**config.mk**
```make
export PLATFORM = sky130hd
export DESIGN_NAME = srht_ctrl
export DESIGN_NICKNAME = d
export VERILOG_FILES = /design/src/hdl/search_result_hash_table_top_assert.svh /design/src/hdl/srht_pkg.sv /design/src/hdl/srht_ctrl.sv
export SDC_FILE = /design/constraint.sdc
export NUM_CORES = 1
export LEC_CHECK = 0
export ABC_AREA = 1
export BUFFER_PORTS_ARGS = -buffer_cell sky130_fd_sc_hd__buf_4
export CORE_AREA = 4 4 41 43
export CTS_CLUSTER_DIAMETER = 80
export CTS_CLUSTER_SIZE = 24
export DETAILED_ROUTE_END_ITERATION = 12
export DIE_AREA = 0 0 45 47
export SLEW_MARGIN = 20
export SYNTH_ARGS = -nofsm -noshare
export SYNTH_HDL_FRONTEND = slang
export SYNTH_SLANG_ARGS = --single-unit
```
**constraint.sdc**
```tcl
create_clock -name i_clk -period 0.8 [get_ports i_clk]
set_input_delay 0 -clock i_clk [delete_from_list [all_inputs] [get_ports i_clk]]
set_output_delay 0 -clock i_clk [all_outputs]
set_load 0.01 [all_outputs]
```
**src/hdl/search_result_hash_table_top_assert.svh**
```systemverilog
// Assertion macros for the search result hash table top level.
// Clocked on i_clk, disabled while i_rst_n is low; no other dependencies.
`ifndef SEARCH_RESULT_HASH_TABLE_TOP_ASSERT_SVH
`define SEARCH_RESULT_HASH_TABLE_TOP_ASSERT_SVH

// Same-cycle implication.
`define SRHT_ASSERT_IMP(lbl, ante, cons, msg) \
    lbl: assert property (@(posedge i_clk) disable iff (!i_rst_n) (ante) |-> (cons)) \
        else $error(msg);

// Next-cycle implication.
`define SRHT_ASSERT_NEXT(lbl, ante, cons, msg) \
    lbl: assert property (@(posedge i_clk) disable iff (!i_rst_n) (ante) |=> (cons)) \
        else $error(msg);

`endif

```
**src/hdl/srht_pkg.sv**
```systemverilog
// Shared types and constants for the search result hash table.
// No dependencies; imported by controller, datapath and top level.
`timescale 1ns / 1ps

package srht_pkg;

    localparam int TABLE_ENTRIES = 4096;  // power of two, 16 .. 1048576
    localparam int IDX_W         = $clog2(TABLE_ENTRIES);

    typedef enum logic [1:0] {
        ACT_PROBE  = 2'd0,
        ACT_STORE  = 2'd1,
        ACT_NEWGEN = 2'd2,
        ACT_CLEAR  = 2'd3
    } t_action;

    typedef struct packed {
        logic [63:0] tag;
        logic [7:0]  gen;
        logic [7:0]  target;
        logic [7:0]  origin;
        logic [1:0]  bound;
        logic [6:0]  depth;
        logic [15:0] score;
    } t_entry;

    // controller -> datapath
    typedef struct packed {
        logic in_ready;
        logic accept;   // capture item, read its slot
        logic decide;   // compare, write slot, load result
        logic sweep;    // zero one slot
    } t_cmd;

    // datapath -> controller
    typedef struct packed {
        logic sweep_last;
        logic is_clear;
        logic out_valid;
    } t_sts;

endpackage

```
**src/hdl/srht_ctrl.sv**
```systemverilog
// Controller FSM: clearing sweep, accept, decide.
// Depends on srht_pkg (t_cmd, t_sts).
`timescale 1ns / 1ps

module srht_ctrl
    import srht_pkg::*;
(
    input  logic i_clk,
    input  logic i_rst_n,
    input  logic i_in_valid,
    input  logic i_out_ready,
    input  t_sts i_sts,
    output t_cmd o_cmd
);

    typedef enum logic [1:0] {
        ST_SWEEP,
        ST_IDLE,
        ST_DECIDE
    } t_state;

    t_state r_state;
    t_state n_state;

    always_comb begin
        o_cmd.in_ready = (r_state == ST_IDLE);
        o_cmd.accept   = (r_state == ST_IDLE) && i_in_valid;
        o_cmd.decide   = (r_state == ST_DECIDE) && (!i_sts.out_valid || i_out_ready);
        o_cmd.sweep    = (r_state == ST_SWEEP);
    end

    always_comb begin
        n_state = r_state;
        case (r_state)
            ST_SWEEP: begin
                if (i_sts.sweep_last) n_state = ST_IDLE;
            end
            ST_IDLE: begin
                if (i_in_valid) n_state = ST_DECIDE;
            end
            ST_DECIDE: begin
                if (o_cmd.decide) n_state = i_sts.is_clear ? ST_SWEEP : ST_IDLE;
            end
            default: n_state = ST_SWEEP;
        endcase
    end

    always_ff @(posedge i_clk) begin
        if (!i_rst_n) begin
            r_state <= ST_SWEEP;
        end else begin
            r_state <= n_state;
        end
    end

endmodule

```
======== Word level (Yosys, flattened, before mapping) ========
Cells that the tools add are included.
storage, ports and cells
  register bits ........................... 2
  bits of input ports ..................... 7
  output and inout port bits .............. 4
  word-level logic and storage cells ...... 17
cells by class
  equal/unequal tests ..................... 5
  multiplexer cells ....................... 5
  reduce and logical (&&, ||, !) cells .... 6
operators with widths
  operator            number
  $mux 2              3
  $ne 2x2->1 const B  3
  $pmux 2 s3          1
  $reduce_and 3->1    1
  $eq 2x1->1 const B  1
  $eq 2x2->1 const B  1
  $logic_and 1x1->1   2
  $logic_not 2->1     1
  $logic_not 1->1     1
  $logic_or 1x1->1    1
  $mux 1              1

======== Longest topological paths before layout ========
Gate-level depths: netlist (run 1).
  depth after elaboration ................. 5
  depth in mapped cells ................... 5
  mapped depth without buffers ............ 5

======== Worst setup path before layout (run 1) ========
OpenSTA, ideal clock, no wires.
  path type ............................... register -> register
  from .................................... register r_state[0]
  to ...................................... register r_state[0]
  setup time .............................. 70 ps
  data arrival time ....................... 802 ps
  required time ........................... 730 ps
  path slack .............................. -72 ps
  cell stages (with the launch flop) ...... 6
  buffers on the path ..................... 0
  clock period less this slack ............ 872 ps
  cell sequence ........................... dfxtp_1 > nor2_1 > nand2_1 > nand2_1 > nand2_1 > a21oi_1
RTL lines
  what                    line             RTL
  start, declared         srht_ctrl.sv:22  t_state r_state;
  start signal, assigned  srht_ctrl.sv:52  r_state <= n_state;

==> metrics.csv, run 1 <==
metric,value,unit
rows,13,
max-slew-margin-rel,90.12,%
final_area,289.0,um^2
cts_root_buf,clkbuf_4,
initial_core_util,10.29,%
ios,11,
ff2ff_setup_slack,-0.12,ns
antenna_found_initial,0,
dr.first_iter.drc_count,1,
largest_reg_flops,2,
cts_buffer_depth,2,
drv_slew,0,
grt_usage,4.492,%
leakagePower,0.1581,nW
diodes,0,
period_share,119.5,%
critical_path_class,reg2out,
yosysTopAreaCellShare,29.91,%
synthArstFlopShare,0,%
io_buffers,10,
violations,setup timing,
worstPathRequired,0.80,ns
cts_made_buffers,3,
cts_max_level,1,
grt_start_max_net_pins,5,
post-route-util,22.21,%
r2r_start,r_state[0]$_SDFFE_PN0P_,
place.detailed.hpwl,283.7,um
cp-end-kind,primary output,
dieArea,2115,um^2
fin_ws,-0.1557,ns
clk_latency,0.22,ns
ir_drop,0.4433,mV
synth_common_cells,"inv_1 (6), nand2_1 (6), nor2_1 (3)",
postCtsHoldBufs,0,
final_nets,47,
timing.rr.end,r_state[0]$_SDFFE_PN0P_,
cp_max_fo,4,
grt_pass1_vias,166,
syn-num-nets,31,
syn_avg_cell_area,5.578,um^2
post_drt_wl_per_cell,7.245,um
ant_nets,0,
arrival,0.96,ns
gp_congestion,0.6968,
startpoint,r_state[1]$_SDFFE_PN0P_,
critPathLaunchType,flip-flop,
max_freq,1.046,GHz
largest-register,r_state,
synthFlopType,dfxtp_1,
tritoncts,yes,
place_area,231.5,um^2
clkTransAtPathRegs,0.03,ns
largest_registers,r_state: 2 flops,
reg2regPathDepth,6,
yosysWarnings,0,
skew,0.001091,ns
drc,0,
status,finished with violations,
vias,173,
power,0.4582,mW
drv_cap,0,
power_frac_comb,26.6,%
power_frac_seq,25.3,%
grt_pass1_wl,641,um
powerDensity,1585,nW/um^2
synth.cell_area,133.9,um^2
p_switching,0.1149,mW
endpoint,o_cmd[1],
ys_ff_latch,2,
ys_types,10,
hold_viol,0,
drtPass1Iterations,2,
core-area,1301,um^2
p_int,0.3433,mW
grt_setup_unrepaired,yes,
synth_edf_count,0,
die_h,47,um
postSynthCellCount,24,
tightest_slew,0.1471,ns
drive_above_1_share,57.89,%
vias_per_cell,3.264,
synth_area_leaders,"dfxtp_1 (30%), inv_1 (17%), nand2_1 (17%)",
setup_viol,5,
gr-total-overflow,0,
clock_sink_count,2,
hold_class,in2reg,
die_w,45,um
swShare,25.07,%
routed_wl,384,um
fin_crit,0.9557,ns
seq_area_frac_synth,29.91,%
area_delta_synth_final,115.9,%
synth_top_area_cell,dfxtp_1,
clkPwrFrac,48.1,%
==> through the flow <==
stage / TNS (ns) / worst slack (ns) / hold slack, ns / cells
5_1_grt: -1.057 / -0.2226 / 0.03271 / 53
3_3_place_gp: -0.02860 / -0.01898 / 0.2461 / 49
3_5_place_dp: -0.05718 / -0.03711 / 0.2531 / 49
4_1_cts: -0.6398 / -0.1570 / 0.01427 / 53
6_report: -0.6356 / -0.1557 / 0.02606 / 53
2_1_floorplan: -0.003785 / -0.003785 / 0.1190 / 24
==> logic make-up (layout without fill, tap and decap cells) <==
kind of cell | after synthesis | in the layout | synth area share (%)
compound gates | 2 | 2 | 7.477
buf+inv | 8 | 22 | 25.23
flops | 2 | 2 | 29.91
simple gates | 12 | 12 | 37.38
==> timing repair <==
action | 4_1_cts | 5_1_grt
pin swaps | 1 | 4
setup buffers | 1 | 0
resized for setup | 4 | 5
setup endpoints to repair | 6 | 6
==> worst max-delay path, stage by stage, from the launching register on <==
cell and delay, ns:
dfxtp_4 0.38, inv_2 0.04, nor3_1 0.17, buf_4 0.15
==> layer usage <==
metal | global-route usage [%] | wire length, um | up-vias
li1 | - | - | 99
met3 | 5.747 | 73 | 0
met5 | 0 | 0 | -
met4 | 1.754 | 0 | 0
met1 | 5.192 | 179 | 65
met2 | 4.520 | 132 | 9
==> cell type report <==
type	count	area, um^2
Fill cell	165	1012
Sequential cell	2	47.55
Clock buffer	3	22.52
Timing Repair Buffer	12	97.59
Tap cell	15	18.77
Multi-Input combinational cell	14	76.32
Inverter	7	26.28
==> how the worst min path moves through the flow <==
stage,cells after the start,startpoint,slack (ns),end
final,3,i_rst_n,0.03,r_state[0]$_SDFFE_PN0P_
after global routing,3,i_rst_n,0.03,r_state[0]$_SDFFE_PN0P_
after CTS,3,i_rst_n,0.01,r_state[1]$_SDFFE_PN0P_
after detailed placement,3,i_rst_n,0.25,r_state[1]$_SDFFE_PN0P_
after global placement,3,i_rst_n,0.25,r_state[1]$_SDFFE_PN0P_
after floorplan,2,i_in_valid,0.12,o_cmd[2]
==> placed cells by master (no fill, tap or decap), drive strengths merged <==
cell	Yosys	layout
buf	1	12
nand2	6	6
clkbuf	0	3
nor2	4	4
a21oi	2	2
nor3	1	1
dfxtp	2	2
nand3	1	1
inv	7	7
==> power by group through the flow <==
stage | registers, mW | clock network (mW) | logic, mW
finish | 0.116 | 0.221 | 0.122
global route | 0.118 | 0.250 | 0.136
CTS | 0.115 | 0.237 | 0.108
detailed placement | 0.118 | 0 | 0.0968
global placement | 0.117 | 0 | 0.0972
floorplan | 0.116 | 0 | 0.0480
No activity file was read; power rests on OpenSTA's default activity.
==> run 2: changes to the inputs <==
--- a/config.mk
+++ b/config.mk
@@ -12,6 +12,7 @@
 export CTS_CLUSTER_SIZE = 24
 export DETAILED_ROUTE_END_ITERATION = 12
 export DIE_AREA = 0 0 45 47
+export REMOVE_ABC_BUFFERS = 1
 export SLEW_MARGIN = 20
 export SYNTH_ARGS = -nofsm -noshare
 export SYNTH_HDL_FRONTEND = slang
==> run 2 against run 1 <==
Net effect:
- the run still ends with setup timing left
- utilization fell by 0.77 points
- total power fell by 2.2%
- via count rose by 2.9%
- sequential share of layout area rose by 0.59 points
- final cell count did not move
- clock power barely moved
- clock skew barely moved
- largest cell class unchanged
==> metrics.csv, run 2 (synthesis gave the netlist of run 1 again) <==
metric,value,unit,change
place.detailed.hpwl,298.5,um,+5.2%
tightest_slew,0.1470,ns,-0.0001065 ns
final_area,279.0,um^2,-3.5%
io_buffers,10,,unchanged
slowest_stage,dfxtp_4,,
largest-register,r_state,,
grt_setup_unrepaired,yes,,
gp_congestion,0.6700,,-3.8%
drtPass1Iterations,2,,unchanged
skew,0.0008204,ns,-0.0002710 ns
dr.first_iter.drc_count,5,,+4
cts_max_level,1,,unchanged
final_common_cell,buf_4,,
ios,11,,unchanged
critPathLaunchType,flip-flop,,
ir_drop,0.4455,mV,+0.51%
final_cell_mix,"buf_4 (12), inv_1 (6), nand2_1 (5)",,
drc,0,,unchanged
die_h,47,um,unchanged
cp_top_family,flip-flops,,
tritoncts,yes,,
place_area,235.2,um^2,+1.6%
dieArea,2115,um^2,unchanged
cp_max_fo,4,,unchanged
setup_viol,5,,unchanged
cp-end-kind,primary output,,
clock_sink_count,2,,unchanged
initial_core_util,10.29,%,unchanged
critical_path_class,reg2out,,
max-slew-margin-rel,90.12,%,about the same
area_delta_synth_final,108.4,%,
arrival,0.94,ns,-0.02 ns
grt_usage,4.965,%,+0.47 points
cts_made_buffers,3,,unchanged
place_inst,50,,+2.0%
fin_cells,53,,unchanged
grt_pass1_vias,175,,+5.4%
period_share,117.8,%,-1.7 points
largest_registers,r_state: 2 flops,,
status,finished with violations,,
path_buf_inv,2,,unchanged
hold_viol,0,,unchanged
cts_root_buf,clkbuf_4,,
clk_latency,0.22,ns,about the same
largest_reg_flops,2,,unchanged
hold_class,in2reg,,
leakagePower,0.1530,nW,-3.2%
vias,178,,+2.9%
cts_buffer_depth,2,,unchanged
core-area,1301,um^2,unchanged
drive_above_1_share,57.89,%,unchanged
violations,setup timing,,
post-cts-setup-buffer-count,0,,-1
grt_start_max_net_pins,5,,unchanged
post_drt_wl_per_cell,7.340,um,+1.3%
die_w,45,um,unchanged
clkTransAtPathRegs,0.03,ns,about the same
fin_crit,0.9424,ns,-0.01323 ns
worstPathRequired,0.80,ns,about the same
drv_cap,0,,unchanged
tns,-0.5312,ns,+0.1045 ns
vias_per_cell,3.358,,+2.9%
max_freq,1.061,GHz,+1.4%
gr-total-overflow,0,,unchanged
postCtsHoldBufs,0,,unchanged
powerDensity,1606,nW/um^2,+1.3%
grt_pass1_wl,641,um,unchanged
routed_wl,389,um,+1.3%
fin_ws,-0.1424,ns,+0.01323 ns
rows,13,,unchanged
drv_slew,0,,unchanged
ant_nets,0,,unchanged
whs,0.02121,ns,-0.004845 ns
antenna_found_initial,0,,unchanged
diodes,0,,unchanged
worstPathCellList,inv_1 -> nor3_1 -> buf_4,,
critPathMaxStageDelay,0.36,ns,-0.02 ns
final_nets,47,,unchanged
==> run 2: cell count changes in the layout (fill, tap and decap cells not counted) <==
cell and change:
buf_4 +2, inv_2 -1, nor2_2 +1, nor2_4 -1, buf_6 -2, nand2_1 -1
nand2_2 +1, inv_1 +1
==> run 2: routing by layer <==
layer	global-route usage, %	routed length (um)	vias to the layer above
li1	-	-	97
met1	4.289	166	71
met2	5.650	147	10
met3	3.448	75	0
met4	8.772	0	0
met5	0	0	-
==> run 2: cell type report <==
| type | count | area, um^2 |
|---|---|---|
| Clock buffer | 3 | 22.52 |
| Inverter | 7 | 26.28 |
| Sequential cell | 2 | 47.55 |
| Timing Repair Buffer | 12 | 90.09 |
| Multi-Input combinational cell | 14 | 73.82 |
| Fill cell | 170 | 1022 |
| Tap cell | 15 | 18.77 |
==> run 2: what timing repair did <==
item,CTS,global route
gates resized for setup,5,3
pin swaps,0,1
endpoints found under the setup margin,6,6
==> run 2: worst paths after layout <==
check / startpoint / depth (start not counted) / slack (ns) / to
max: r_state[1]$_SDFFE_PN0P_ / 3 / -0.14 / o_cmd[1]
min: i_rst_n / 3 / 0.02 / r_state[0]$_SDFFE_PN0P_
max reg2reg: r_state[0]$_SDFFE_PN0P_ / 5 / -0.02 / r_state[0]$_SDFFE_PN0P_
min reg2reg: r_state[1]$_SDFFE_PN0P_ / 3 / 0.56 / r_state[0]$_SDFFE_PN0P_
==> run 2: stage by stage <==
stage	worst slack (ns)	power [mW]	util, %
after floorplan	-0.07157	0.1556	-
after global placement	-0.03942	0.2200	18.08
final	-0.1424	0.4480	21.44
after detailed placement	-0.04914	0.2208	18.08
after CTS	-0.1547	0.4643	20.77
after global routing	-0.2265	0.5024	21.44
==> run 2: worst register-to-register path: cells and delay by family (launching register included) <==
family	cells	cell delay [ns]
AO/OA/AOI/OAI	1	0.10
flip-flops	1	0.35
AND/OR/NAND/NOR	4	0.31
==> run 2: report_power, final <==
part | switching (mW) | internal [mW] | total (mW)
clock network | 0.0542 | 0.165 | 0.219
registers | 0.00935 | 0.106 | 0.115
logic | 0.0478 | 0.0659 | 0.114
